[config.mk]
export PLATFORM = sky130hd
export DESIGN_NAME = rc_pulse_input_decoder
export DESIGN_NICKNAME = d
export VERILOG_FILES = /design/src/hdl/rpid_pkg.sv /design/src/hdl/rpid_front.sv /design/src/hdl/rpid_back.sv /design/src/hdl/rc_pulse_input_decoder.sv
export SDC_FILE = /design/constraint.sdc
export NUM_CORES = 2
export LEC_CHECK = 0
export BUFFER_PORTS_ARGS = -buffer_cell sky130_fd_sc_hd__buf_2
export CORE_ASPECT_RATIO = 1.4
export CORE_MARGIN = 4
export CORE_UTILIZATION = 55
export DETAILED_ROUTE_END_ITERATION = 12
export GPL_TIMING_DRIVEN = 0
export PLACE_DENSITY = 0.72
export SYNTH_ARGS = -nofsm -noshare
export SYNTH_HDL_FRONTEND = slang
export SYNTH_SLANG_ARGS = --single-unit
[constraint.sdc]
create_clock -name clk_i -period 8.8 [get_ports clk_i]
set_input_delay 0.88 -clock clk_i [delete_from_list [all_inputs] [get_ports clk_i]]
set_output_delay 0.88 -clock clk_i [all_outputs]
set_load 0.05 [all_outputs]
[src/hdl/rpid_pkg.sv]
`timescale 1ns / 1ps
`default_nettype none

package rpid_pkg;

  localparam logic [15:0] RESET_VALUE = 16'd1500;

  typedef enum logic [1:0] {
    OP_CAPTURE = 2'd0,
    OP_SWEEP   = 2'd1,
    OP_READ    = 2'd2,
    OP_NONE    = 2'd3
  } op_kind_e;

  typedef enum logic [2:0] {
    REG_CPPM_MODE   = 3'd0,
    REG_SYNC_GAP    = 3'd1,
    REG_MIN_PULSE   = 3'd2,
    REG_MAX_PULSE   = 3'd3,
    REG_CENTRE      = 3'd4,
    REG_TIMEOUT     = 3'd5
  } reg_idx_e;

  typedef struct packed {
    op_kind_e    kind;
    logic [2:0]  channel;
    logic [15:0] capture_time;
    logic [31:0] now_us;
  } item_t;

  typedef struct packed {
    logic        cppm_mode;
    logic [15:0] sync_gap;
    logic [15:0] min_pulse;
    logic [15:0] max_pulse;
    logic [15:0] centre_value;
    logic [30:0] timeout_elapsed;
  } cfg_t;

  typedef struct packed {
    logic [2:0]  channel_out;
    logic [15:0] pulse_value;
    logic        value_valid;
    logic        value_updated;
    logic        accepted;
    logic        frame_start;
    logic [7:0]  timed_out_mask;
    logic        receiver_active;
  } result_t;

  typedef enum logic [1:0] {
    ST_RUN   = 2'b01,
    ST_SWEEP = 2'b10
  } back_state_e;

endpackage

`default_nettype wire

[src/hdl/rpid_front.sv]
`timescale 1ns / 1ps
`default_nettype none

module rpid_front (
  input  wire logic           clk_i,
  input  wire logic           rst_ni,
  input  wire logic           push,
  output logic                full,
  input  wire logic [1:0]     operation_i,
  input  wire logic [2:0]     channel_i,
  input  wire logic [15:0]    capture_time_i,
  input  wire logic [31:0]    now_us_i,
  input  wire logic           deq_i,
  output logic                head_valid_o,
  output rpid_pkg::item_t     head_o
);
  import rpid_pkg::*;

  item_t       slot_q [2];
  logic        wr_q, wr_d, rd_q, rd_d;
  logic [1:0]  cnt_q, cnt_d;
  logic        enq;
  item_t       item;

  always_comb begin
    item.kind         = op_kind_e'(operation_i);
    item.channel      = channel_i;
    item.capture_time = capture_time_i;
    item.now_us       = now_us_i;
  end

  assign full         = (cnt_q == 2'd2);
  assign enq          = push && !full;
  assign head_valid_o = (cnt_q != 2'd0);
  assign head_o       = slot_q[rd_q];

  always_comb begin
    wr_d  = enq ? !wr_q : wr_q;
    rd_d  = deq_i ? !rd_q : rd_q;
    cnt_d = cnt_q + 2'(enq) - 2'(deq_i);
  end

  always_ff @(posedge clk_i or negedge rst_ni) begin
    if (!rst_ni) begin
      wr_q  <= 1'b0;
      rd_q  <= 1'b0;
      cnt_q <= 2'd0;
    end else begin
      wr_q  <= wr_d;
      rd_q  <= rd_d;
      cnt_q <= cnt_d;
    end
  end

  always_ff @(posedge clk_i) begin
    if (enq) begin
      slot_q[wr_q] <= item;
    end
  end

`ifndef SYNTHESIS
  a_cnt_bound: assert property (@(posedge clk_i) disable iff (!rst_ni)
    cnt_q != 2'd3) else $error("queue count out of range");
  a_deq_nonempty: assert property (@(posedge clk_i) disable iff (!rst_ni)
    deq_i |-> head_valid_o) else $error("dequeue from empty queue");
  a_enq_count: assert property (@(posedge clk_i) disable iff (!rst_ni)
    (enq && !deq_i) |=> (cnt_q == $past(cnt_q) + 2'd1)) else $error("lost transfer");
`endif

endmodule

`default_nettype wire

[src/hdl/rpid_back.sv]
`timescale 1ns / 1ps
`default_nettype none

module rpid_back #(
  parameter int CHANNELS = 8
) (
  input  wire logic            clk_i,
  input  wire logic            rst_ni,
  input  rpid_pkg::cfg_t       cfg_i,
  input  wire logic            head_valid_i,
  input  rpid_pkg::item_t      head_i,
  output logic                 deq_o,
  output logic                 res_valid_o,
  output rpid_pkg::result_t    res_o,
  input  wire logic            res_pop_i
);
  import rpid_pkg::*;

  localparam int CW = $clog2(CHANNELS);
  localparam int KW = $clog2(CHANNELS + 1);

  logic        phase_q   [CHANNELS];
  logic [15:0] rise_q    [CHANNELS];
  logic [15:0] value_q   [CHANNELS];
  logic        valid_q   [CHANNELS];
  logic        upd_q     [CHANNELS];
  logic [31:0] last_q    [CHANNELS];

  logic [15:0]   latest_q;
  logic [KW-1:0] cur_q, cur_d;
  logic          active_q, active_d;
  back_state_e   st_q, st_d;
  logic [KW-1:0] cnt_q, cnt_d;
  logic [7:0]    mask_q, mask_d;
  logic          out_v_q;
  result_t       out_q;

  logic          can_emit, emit;
  result_t       res;
  logic [4:0]    ch5, cur5, cnt5;
  logic [CW-1:0] idx;
  logic          store, set_rise, clr_phase, expire, upd_latest;
  logic [15:0]   width;
  logic [15:0]   diff, w;
  logic [31:0]   el;
  logic [CW-1:0] sw_idx;

  assign can_emit    = !out_v_q || res_pop_i;
  assign res_valid_o = out_v_q;
  assign res_o       = out_q;

  assign ch5    = 5'(head_i.channel);
  assign cur5   = 5'(cur_q);
  assign cnt5   = 5'(cnt_q);
  assign sw_idx = cnt_q[CW-1:0];
  assign diff   = head_i.capture_time - latest_q;
  assign el     = head_i.now_us - last_q[sw_idx];

  always_comb begin
    st_d       = st_q;
    cnt_d      = cnt_q;
    mask_d     = mask_q;
    cur_d      = cur_q;
    active_d   = active_q;
    deq_o      = 1'b0;
    emit       = 1'b0;
    store      = 1'b0;
    set_rise   = 1'b0;
    clr_phase  = 1'b0;
    expire     = 1'b0;
    upd_latest = 1'b0;
    width      = diff;
    idx        = ch5[CW-1:0];
    w          = head_i.capture_time - rise_q[ch5[CW-1:0]];
    res        = '0;

    unique case (st_q)
      ST_SWEEP: begin
        if (cnt5 < 5'(CHANNELS)) begin
          expire = valid_q[sw_idx] && !el[31] && (el[30:0] >= cfg_i.timeout_elapsed);
          if (expire && cnt5 < 5'd8) begin
            mask_d[cnt5[2:0]] = 1'b1;
          end
          cnt_d = cnt_q + KW'(1);
        end else if (can_emit) begin
          emit                = 1'b1;
          deq_o               = 1'b1;
          res.timed_out_mask  = mask_q;
          st_d                = ST_RUN;
        end
      end
      default: begin
        if (head_valid_i && can_emit) begin
          unique case (head_i.kind)
            OP_SWEEP: begin
              st_d   = ST_SWEEP;
              cnt_d  = '0;
              mask_d = '0;
            end
            OP_CAPTURE: begin
              emit  = 1'b1;
              deq_o = 1'b1;
              if (cfg_i.cppm_mode) begin
                upd_latest = 1'b1;
                active_d   = 1'b1;
                idx        = cur_q[CW-1:0];
                if (diff > cfg_i.sync_gap) begin
                  cur_d           = '0;
                  res.frame_start = 1'b1;
                  idx             = '0;
                  res.pulse_value   = value_q[0];
                  res.value_valid   = valid_q[0];
                  res.value_updated = upd_q[0];
                end else if (cur5 < 5'(CHANNELS)) begin
                  store = (diff > cfg_i.min_pulse) && (diff < cfg_i.max_pulse);
                  res.channel_out = cur5[2:0];
                  cur_d           = cur_q + KW'(1);
                end
              end else begin
                res.channel_out = head_i.channel;
                if (ch5 < 5'(CHANNELS)) begin
                  if (ch5 == 5'd0) begin
                    active_d = 1'b1;
                  end
                  if (!phase_q[idx]) begin
                    set_rise = 1'b1;
                  end else begin
                    clr_phase = 1'b1;
                    width     = w;
                    store     = (w >= cfg_i.min_pulse) && (w <= cfg_i.max_pulse);
                  end
                end
              end
              if (!res.frame_start && (cfg_i.cppm_mode ? (cur5 < 5'(CHANNELS))
                                                      : (ch5 < 5'(CHANNELS)))) begin
                res.accepted      = store;
                res.pulse_value   = store ? width : value_q[idx];
                res.value_valid   = store | valid_q[idx];
                res.value_updated = store | upd_q[idx];
              end
            end
            OP_READ: begin
              emit  = 1'b1;
              deq_o = 1'b1;
              res.channel_out = head_i.channel;
              if (ch5 < 5'(CHANNELS)) begin
                res.pulse_value   = value_q[idx];
                res.value_valid   = valid_q[idx];
                res.value_updated = upd_q[idx];
              end
            end
            default: begin
              emit  = 1'b1;
              deq_o = 1'b1;
            end
          endcase
        end
      end
    endcase
    res.receiver_active = active_d;
  end

  always_ff @(posedge clk_i or negedge rst_ni) begin
    if (!rst_ni) begin
      st_q     <= ST_RUN;
      cnt_q    <= '0;
      mask_q   <= '0;
      cur_q    <= '0;
      active_q <= 1'b0;
      latest_q <= '0;
      out_v_q  <= 1'b0;
      for (int i = 0; i < CHANNELS; i++) begin
        phase_q[i] <= 1'b0;
        rise_q[i]  <= '0;
        value_q[i] <= RESET_VALUE;
        valid_q[i] <= 1'b1;
        upd_q[i]   <= 1'b1;
        last_q[i]  <= '0;
      end
    end else begin
      st_q     <= st_d;
      cnt_q    <= cnt_d;
      mask_q   <= mask_d;
      cur_q    <= cur_d;
      active_q <= active_d;
      if (upd_latest) begin
        latest_q <= head_i.capture_time;
      end
      if (emit) begin
        out_v_q <= 1'b1;
      end else if (res_pop_i) begin
        out_v_q <= 1'b0;
      end
      if (set_rise) begin
        rise_q[idx]  <= head_i.capture_time;
        phase_q[idx] <= 1'b1;
      end
      if (clr_phase) begin
        phase_q[idx] <= 1'b0;
      end
      if (store) begin
        value_q[idx] <= width;
        valid_q[idx] <= 1'b1;
        upd_q[idx]   <= 1'b1;
        last_q[idx]  <= head_i.now_us;
      end
      if (expire) begin
        value_q[sw_idx] <= cfg_i.centre_value;
        valid_q[sw_idx] <= 1'b0;
        upd_q[sw_idx]   <= 1'b1;
      end
    end
  end

  always_ff @(posedge clk_i) begin
    if (emit) begin
      out_q <= res;
    end
  end

`ifndef SYNTHESIS
  a_cnt_bound: assert property (@(posedge clk_i) disable iff (!rst_ni)
    st_q == ST_SWEEP |-> cnt5 <= 5'(CHANNELS)) else $error("sweep counter overrun");
  a_no_overwrite: assert property (@(posedge clk_i) disable iff (!rst_ni)
    emit |-> can_emit) else $error("result overwritten");
  a_hold_result: assert property (@(posedge clk_i) disable iff (!rst_ni)
    (out_v_q && !res_pop_i) |=> out_v_q) else $error("result dropped");
  a_deq_emit: assert property (@(posedge clk_i) disable iff (!rst_ni)
    deq_o == emit) else $error("item retired without result");
`endif

endmodule

`default_nettype wire

[src/hdl/rc_pulse_input_decoder.sv]
// Channel   Direction  Handshake           Payload
// input     in         push / full         operation, channel, capture_time, now_us
// result    out        empty / pop         channel_out .. receiver_active
// config    in         cfg_we_i            cfg_idx_i, cfg_data_i
//
// A capture or read is handled directly from the run state; a timeout sweep
// first enters the sweep state, then checks one channel per cycle through a shared
// compare unit, and then emits the result.
// A two-entry input queue and one result register decouple both sides.
// Reset sets all state at once; no clearing pass.
// A waiting result stalls the back end; the queue keeps taking items until full.
`timescale 1ns / 1ps
`default_nettype none

module rc_pulse_input_decoder #(
  parameter int CHANNELS = 8
) (
  input  wire logic        clk_i,
  input  wire logic        rst_ni,
  input  wire logic        push,
  output logic             full,
  input  wire logic [1:0]  operation_i,
  input  wire logic [2:0]  channel_i,
  input  wire logic [15:0] capture_time_i,
  input  wire logic [31:0] now_us_i,
  output logic             empty,
  input  wire logic        pop,
  output logic [2:0]       channel_out_o,
  output logic [15:0]      pulse_value_o,
  output logic             value_valid_o,
  output logic             value_updated_o,
  output logic             accepted_o,
  output logic             frame_start_o,
  output logic [7:0]       timed_out_mask_o,
  output logic             receiver_active_o,
  input  wire logic        cfg_we_i,
  input  wire logic [2:0]  cfg_idx_i,
  input  wire logic [30:0] cfg_data_i
);
  import rpid_pkg::*;

  cfg_t    cfg_q;
  item_t   head;
  logic    head_valid, deq, res_valid;
  result_t res;

  always_ff @(posedge clk_i or negedge rst_ni) begin
    if (!rst_ni) begin
      cfg_q.cppm_mode       <= 1'b0;
      cfg_q.sync_gap        <= 16'd2700;
      cfg_q.min_pulse       <= 16'd750;
      cfg_q.max_pulse       <= 16'd2250;
      cfg_q.centre_value    <= 16'd1500;
      cfg_q.timeout_elapsed <= 31'd100000;
    end else if (cfg_we_i) begin
      unique case (cfg_idx_i)
        REG_CPPM_MODE: cfg_q.cppm_mode       <= cfg_data_i[0];
        REG_SYNC_GAP:  cfg_q.sync_gap        <= cfg_data_i[15:0];
        REG_MIN_PULSE: cfg_q.min_pulse       <= cfg_data_i[15:0];
        REG_MAX_PULSE: cfg_q.max_pulse       <= cfg_data_i[15:0];
        REG_CENTRE:    cfg_q.centre_value    <= cfg_data_i[15:0];
        REG_TIMEOUT:   cfg_q.timeout_elapsed <= cfg_data_i;
        default: ;
      endcase
    end
  end

  rpid_front u_front (
    .clk_i,
    .rst_ni,
    .push,
    .full,
    .operation_i,
    .channel_i,
    .capture_time_i,
    .now_us_i,
    .deq_i        (deq),
    .head_valid_o (head_valid),
    .head_o       (head)
  );

  rpid_back #(.CHANNELS(CHANNELS)) u_back (
    .clk_i,
    .rst_ni,
    .cfg_i        (cfg_q),
    .head_valid_i (head_valid),
    .head_i       (head),
    .deq_o        (deq),
    .res_valid_o  (res_valid),
    .res_o        (res),
    .res_pop_i    (pop && res_valid)
  );

  assign empty             = !res_valid;
  assign channel_out_o     = res.channel_out;
  assign pulse_value_o     = res.pulse_value;
  assign value_valid_o     = res.value_valid;
  assign value_updated_o   = res.value_updated;
  assign accepted_o        = res.accepted;
  assign frame_start_o     = res.frame_start;
  assign timed_out_mask_o  = res.timed_out_mask;
  assign receiver_active_o = res.receiver_active;

endmodule

`default_nettype wire

Word level (Yosys, flattened, before mapping)
Memories as Yosys holds them, arrays and structs flattened.
Cells that the tools add are included.
Operators by class
  add/sub/neg operators: 7
  $lt $le $gt $ge: 17
  equal/unequal tests: 13
  muxes and demuxes: 143
  bitwise operators: 20
  reduce and logical (&&, ||, !) cells: 41
Operators with widths (count)
  bitwise mux 128 bit: 3
  bitwise mux 256 bit: 1
  two-way mux 128 bit: 2
  two-way mux 16 bit: 15
  binary-select mux 16 bit (select 3 bit): 3
  binary-select mux 32 bit (select 3 bit): 1
  demux 16 bit (select 3 bit): 2
  demux 32 bit (select 3 bit): 1
  two-way mux 32 bit: 3
  two-way mux 8 bit: 11
  two-way mux 1 bit: 65
  two-way mux 18 bit: 3
  one-hot mux 21 bit (2 select lines): 1
  OR 8 bit: 5
  two-way mux 3 bit: 11
  greater-than comparator 16 bit: 2
  subtractor 16 bit: 2
  subtractor 32 bit: 1
  greater-or-equal comparator 31 bit: 1
  two-way mux 4 bit: 6
  two-way mux 19 bit: 1
  binary-select mux 1 bit (select 3 bit): 6
  bitwise AND 8 bit: 2
  greater-or-equal comparator 16 bit: 1
  37 further kinds: 92
Storage, ports and cells
  register bits: 704
  memory bits (writable): 106
  memories: 1
Memory list
  u_front.slot_q: depth 2, bits a word 53, read ports 1, clocked after memory_dff 0, wr ports 1, line rpid_front.sv:19  | item_t slot_q [2];

Longest topological paths before layout
An unclocked memory read counts as a cell.
  depth in word-level cells: 20
  mapped depth: 33
  gate-level depth less buffers: 27

Cells and area by module
A second synthesis with hierarchy kept.
Unflattened totals
  cell total of the unflattened synthesis: 3624
  area, all modules: 44076.0 µm²
Modules (own cells, without submodules)
  rpid_back: instances 1, cells each 3232, area an instance 36073.3 µm², seq. area each 15366.0 µm²
  rpid_front: instances 1, cells each 182, area an instance 4269.1 µm², seq. area each 3283.1 µm²
  rc_pulse_input_decoder: instances 1, cells each 210, area an instance 3733.6 µm², seq. area each 2439.8 µm²

Worst setup path before layout
Ideal clock, no wire load.
  kind: register to register
  start: register u_front.rd_q
  end: register u_back.value_q[97] (netlist bit)
  setup time: 0.125 ns
  data arrival time: 7.137 ns
  required time: 8.675 ns
  slack: 1.539 ns
  stages on the path, launching flop included: 29
  path buffers: 8
  path through: dfrtp_1 buf_4 mux2i_1 clkbuf_1 buf_2 buf_1 clkbuf_1 clkbuf_1 mux4_2 mux2i_1 ha_1 nor2b_1 o31a_1 o41ai_1 a2111oi_0 o31ai_1 o311ai_0 ha_1 a21o_1 a21o_1 a31o_2 o311a_1 o221a_2 o21ai_2 buf_4 or2_1 buf_4 mux2_1 mux2_2
On the way
  cells in the longest elaborated chain, start to end: 20
RTL lines
  start: declaration: line rpid_front.sv:20  | logic wr_q, wr_d, rd_q, rd_d;
  start signal: assignment: line rpid_front.sv:50  | rd_q <= rd_d;
  memory read (2 x 53 bit) *
  subtractor 16 bit or inverter 3 -> 4 bit (tied branches): line rpid_back.sv:56, rpid_back.sv:74, rpid_back.sv:125
  greater-than comparator 16 bit or binary-select mux 16 bit (select 3 bit) (tied branches): line rpid_back.sv:107, rpid_back.sv:74
  two-way mux 3 bit or two-way mux 16 bit (tied branches): line rpid_back.sv:107, rpid_back.sv:74
  two-way mux 3 bit or two-way mux 16 bit (tied branches): line rpid_back.sv:103, rpid_back.sv:74
  two-way mux 3 bit or subtractor 16 bit (tied branches): line rpid_back.sv:94, rpid_back.sv:74
  two-way mux 3 bit, or another cell as far along: line rpid_back.sv:93  | if (head_valid_i && can_emit) begin
  two-way mux 3 bit or logical AND 1 bit (tied branches): line rpid_back.sv:77, rpid_back.sv:130
  [... 4 more ...]
  greater-or-equal comparator 4 bit (implied by the code), or another cell as far along: line rpid_back.sv:202  | value_q[idx] <= width;
  logical AND 1 bit (implied by the code) or two-way mux 1 bit (tied branches): line rpid_back.sv:202, rpid_back.sv:77
  two-way mux 16 bit (implied by the code) or two-way mux 1 bit (tied branches): line rpid_back.sv:202, rpid_back.sv:94
  demux 16 bit (select 3 bit) or two-way mux 1 bit (tied branches): line rpid_back.sv:202, rpid_back.sv:93
  bitwise mux 128 bit or two-way mux 1 bit (tied branches): line rpid_back.sv:202, rpid_back.sv:77
  two-way mux 128 bit: line rpid_back.sv:201  | if (store) begin
  bitwise mux 128 bit: line rpid_back.sv:208  | value_q[sw_idx] <= cfg_i.centre_value;
  two-way mux 128 bit *: line rpid_back.sv:207  | if (expire) begin
  end signal: indexed assignment: line rpid_back.sv:202
  end signal: indexed assignment: line rpid_back.sv:208
  end: declaration: line rpid_back.sv:24  | logic [15:0] value_q [CHANNELS];
Every way passes the cells marked *; elsewhere a longest branch is shown, timed or not. The select of a mux whose other input is x is not followed.
A chain may end at the register's enable or synchronous reset.

Worst setup path after layout
  start: register u_back.cnt_q[0]
  end: register u_back.value_q[111] (netlist bit)
On the way
  cells in the longest elaborated chain, start to end: 11
RTL lines
  start: declaration: line rpid_back.sv:33  | logic [KW-1:0] cnt_q, cnt_d;
  start signal: assignment: line rpid_back.sv:182  | cnt_q <= cnt_d;
  branches (longest 10 deep; another with subtractor 32 bit)
  two-way mux 128 bit *: line rpid_back.sv:207
Every way passes the cells marked *. The select of a mux whose other input is x is not followed.

==> results by group <==
Worst setup path
  • Crit Path Max Fanout: 10
  • Crit. End Element: register
  • Critical Path RT: between 9 and 10 ns
  • Crit path DAT: between 9 and 10 ns
  • CP max stage delay: between 0.8 and 0.9 ns
  • WS Path Type: register to register
  • CP Launch Type: register
  • Worst path slowest cell: clkbuf_1

Global route
  • Initial antenna violation count: 7
  • Global route total overflow: 0
  • Largest net degree at the start of global routing: 117
  • Routing usage on met3: a little under 6%
  • First-pass GRT wire length: 214000 um
  • Met2 GRT Util: 57.7%
  • Vias in the first global route: 34600
  • GR Util All Layers: about 34%
  • GRT Max-Usage Layer: met2
  • GR Util met1: between 40% and 50%

Synthesis
  • Netlist cell types: 86
  • Syn nets: ~4400
  • #FFs+latches synth: 810
  • Post-synthesis sequential area ratio: between 40 and 50%
  • YS warnings: 0
  • Top FF cell, synth: dfrtp_1
  • Post-synthesis async set-or-reset flop share: between 80% and 90%
  • Post-synth EDFFs: 138
  • Syn Std Cell Area: about 43000 um^2
  • Synth Area per Inst: 10.4 um^2
  • Mapped Cells: ~4000

Finish
  • Most common cell after layout, fill and taps aside: dfrtp_1
  • Fraction of layout cells with a size suffix above 1: 18.8%
  • Fill count: ~6400
  • Layout area overhead: 12.2%
  • Most frequent cells in the layout: dfrtp_1 (569), nand2_1 (545), o21ai_0 (361)
  • Final Util: ~63%
  • Nets: roughly 4600

Timing
  • FMAX: 0.115 GHz
  • Slew headroom: about 10%
  • Final setup fails: 0
  • Setup TNS: 0 ns
  • Worst setup margin: between 0.1 and 0.15 ns
  • Post-route minimum period: just under 9 ns
  • Least-Margin Pin Slew: 1.31 ns
  • Hold violation count in the final report: 0
  • Final Cycle Share: about 100%
  • WHS: slightly below 0.04 ns
  • Slew Limit Fails: 0
  • Fin Clk Skew: about 0.036 ns

Drt
  • Drt pass-1 iters: 6
  • Vias per cell: approximately 6.4
  • DRC: 0
  • Routed WL: 144000 um
  • DR iter-0 viols: ~3800
  • WL per Instance: 26.4 um
  • DRT antenna net count: 0
  • Via count: 34700

CTS
  • CTS max path bufs: 3
  • Clock Latency Late Sink: around 0.7 ns
  • Root buf cell: clkbuf_16
  • Worst-path clk slew: roughly 0.06 ns
  • CTS buffer count: a little over 80
  • CTS tree: done
  • H-tree levels: 3
  • Post-CTS Resized: 46
  • Post-CTS setup buffers: 0
  • TritonCTS Sinks: 810
  • Hold Buf Count CTS: 0

Power
  • Leak: about 0.021 uW
  • VDD IR-drop max: 0.000324 V
  • PD cells: about 440 nW/um^2
  • Pwr Total: roughly 21000 uW

Placed design
  • Dpl hpwl: between 100000 and 150000 um
  • Port buffer count: roughly 130
  • Routability cong.: around 0.99
  • Pre-CTS setup slack: -1.77 ns

Run status
  • Status: completed

Floorplan
  • Ports: around 130
  • Core area: slightly below 80000 um^2
  • # rows: between 100 and 150
  • Die Outline Area: 82600 um^2
  • Die Ht: around 340 um
  • Die X: ~240 um
  • Starting Density: ~56%

Run
  • Maxcap violations: 0

Min path
  • Hold Crit Class: input port to async pin
-- state kept, by name, summed over array words and instances, names as in the netlist, named ones only --
register and flops:
u_back.active_q 1, u_back.cnt_q 4, u_back.upd_q 8, u_front.slot_q 106, u_back.res_o 32, u_back.last_q 256
u_back.st_q 2, u_back.latest_q 16, u_back.mask_q 8, u_back.value_q 128, cfg_q 96, u_back.valid_q 8
u_back.res_valid_o 1, u_front.cnt_q 2, u_front.rd_q 1, u_back.phase_q 7, u_back.cur_q 4, u_front.wr_q 1
u_back.rise_q 128
-- per-stage QoR --
stage / area (um^2) / std cells
floorplan: 42900 / 4113
global placement: 44800 / 5275
detailed placement: 45100 / 5287
CTS: 48000 / 5439
global route: 48100 / 5438
finish: 48100 / 5441
-- final cells by class --
| cell class | instances | area (um^2) | share of cell area (%) |
|---|---|---|---|
| multi-input cells | 2808 | 19900 | 41.4 |
| clock inverters | 41 | 444 | 0.923 |
| clock buffers | 113 | 2330 | 4.84 |
| well taps | 1037 | 1300 | 2.70 |
| plain buffers | 228 | 1140 | 2.37 |
| flip-flops and latches | 810 | 21100 | 43.8 |
| diodes | 4 | 10.0 | 0.0208 |
| repair buffers | 137 | 915 | 1.90 |
| inverters | 263 | 987 | 2.05 |
-- per-layer routing --
layer | wire length, um | up-vias
met3 | 10800 | 580
met4 | 11800 | 6
met5 | 37 | -
met2 | 69500 | 1844
li1 | - | 15200
met1 | 51600 | 17100
-- critical path, delay by kind of cell, from the launching register on --
family	cells	cell delay [ns]
adder cells (fa/ha/maj)	2	0.60
AND/OR/NAND/NOR	7	2.38
flip-flops	1	0.41
XOR/XNOR	1	0.15
multiplexers	1	0.36
buffers and inverters	5	1.74
AO/OA/AOI/OAI	12	2.85
-- cells by family (layout without fill, tap and decap cells) --
group / Yosys count / count (layout) / synth area share [%]
xor+xnor: 54 / 54 / 1.10
fa+ha+maj: 178 / 178 / 5.24
flops: 810 / 810 / 49.1
mux: 502 / 502 / 14.1
compound gates: 1082 / 1082 / 15.4
simple gates: 992 / 992 / 10.2
buf+inv: 495 / 782 / 4.79
other cells: 0 / 4 / 0
-- Yosys cell counts (all sizes together), types with 35 or more instances --
cell	count	area share, %
nor2	204	1.8
mux2	246	6.5
clkbuf	122	1.1
nand3	42	0.49
mux2i	198	4.6
buf	110	1.4
nand2	548	4.8
a31oi	35	0.52
a21oi	212	2.5
inv	262	2.3
edfxtp	138	9.7
a21o	49	0.86
xnor2	39	0.80
dfrtp	569	33
o21ai	463	5.4
mux4	58	3.0
dfstp	103	6.3
ha	175	5.1
a22oi	128	2.2
-- final timing paths --
| path | from | end | slack [ns] | cells past startpoint |
|---|---|---|---|---|
| worst max register to register | u_back.cnt_q[0]$_DFFE_PN0P_ | u_back.value_q[111]$_DFF_PN0_ | 0.13 | 28 |
| min in group clk_i | now_us_i[22] | u_front.slot_q[1][22]$_DFFE_PP_ | 0.40 | 1 |
| worst min-delay path | rst_ni | u_back.last_q[53]$_DFFE_PN0P_ | 0.04 | 1 |
| max in group asynchronous | rst_ni | u_back.value_q[25]$_DFF_PN0_ | 6.91 | 4 |
| worst max-delay path | u_back.cnt_q[0]$_DFFE_PN0P_ | u_back.value_q[111]$_DFF_PN0_ | 0.13 | 28 |
| worst min register to register | u_back.rise_q[16]$_DFFE_PN0P_ | u_back.rise_q[16]$_DFFE_PN0P_ | 0.48 | 2 |
-- power breakdown --
| group | switching, uW | internal (uW) |
|---|---|---|
| registers | 774 | 5240 |
| clock network | 1590 | 2050 |
| logic | 7390 | 4070 |
(Power assumes the default switching activity.)
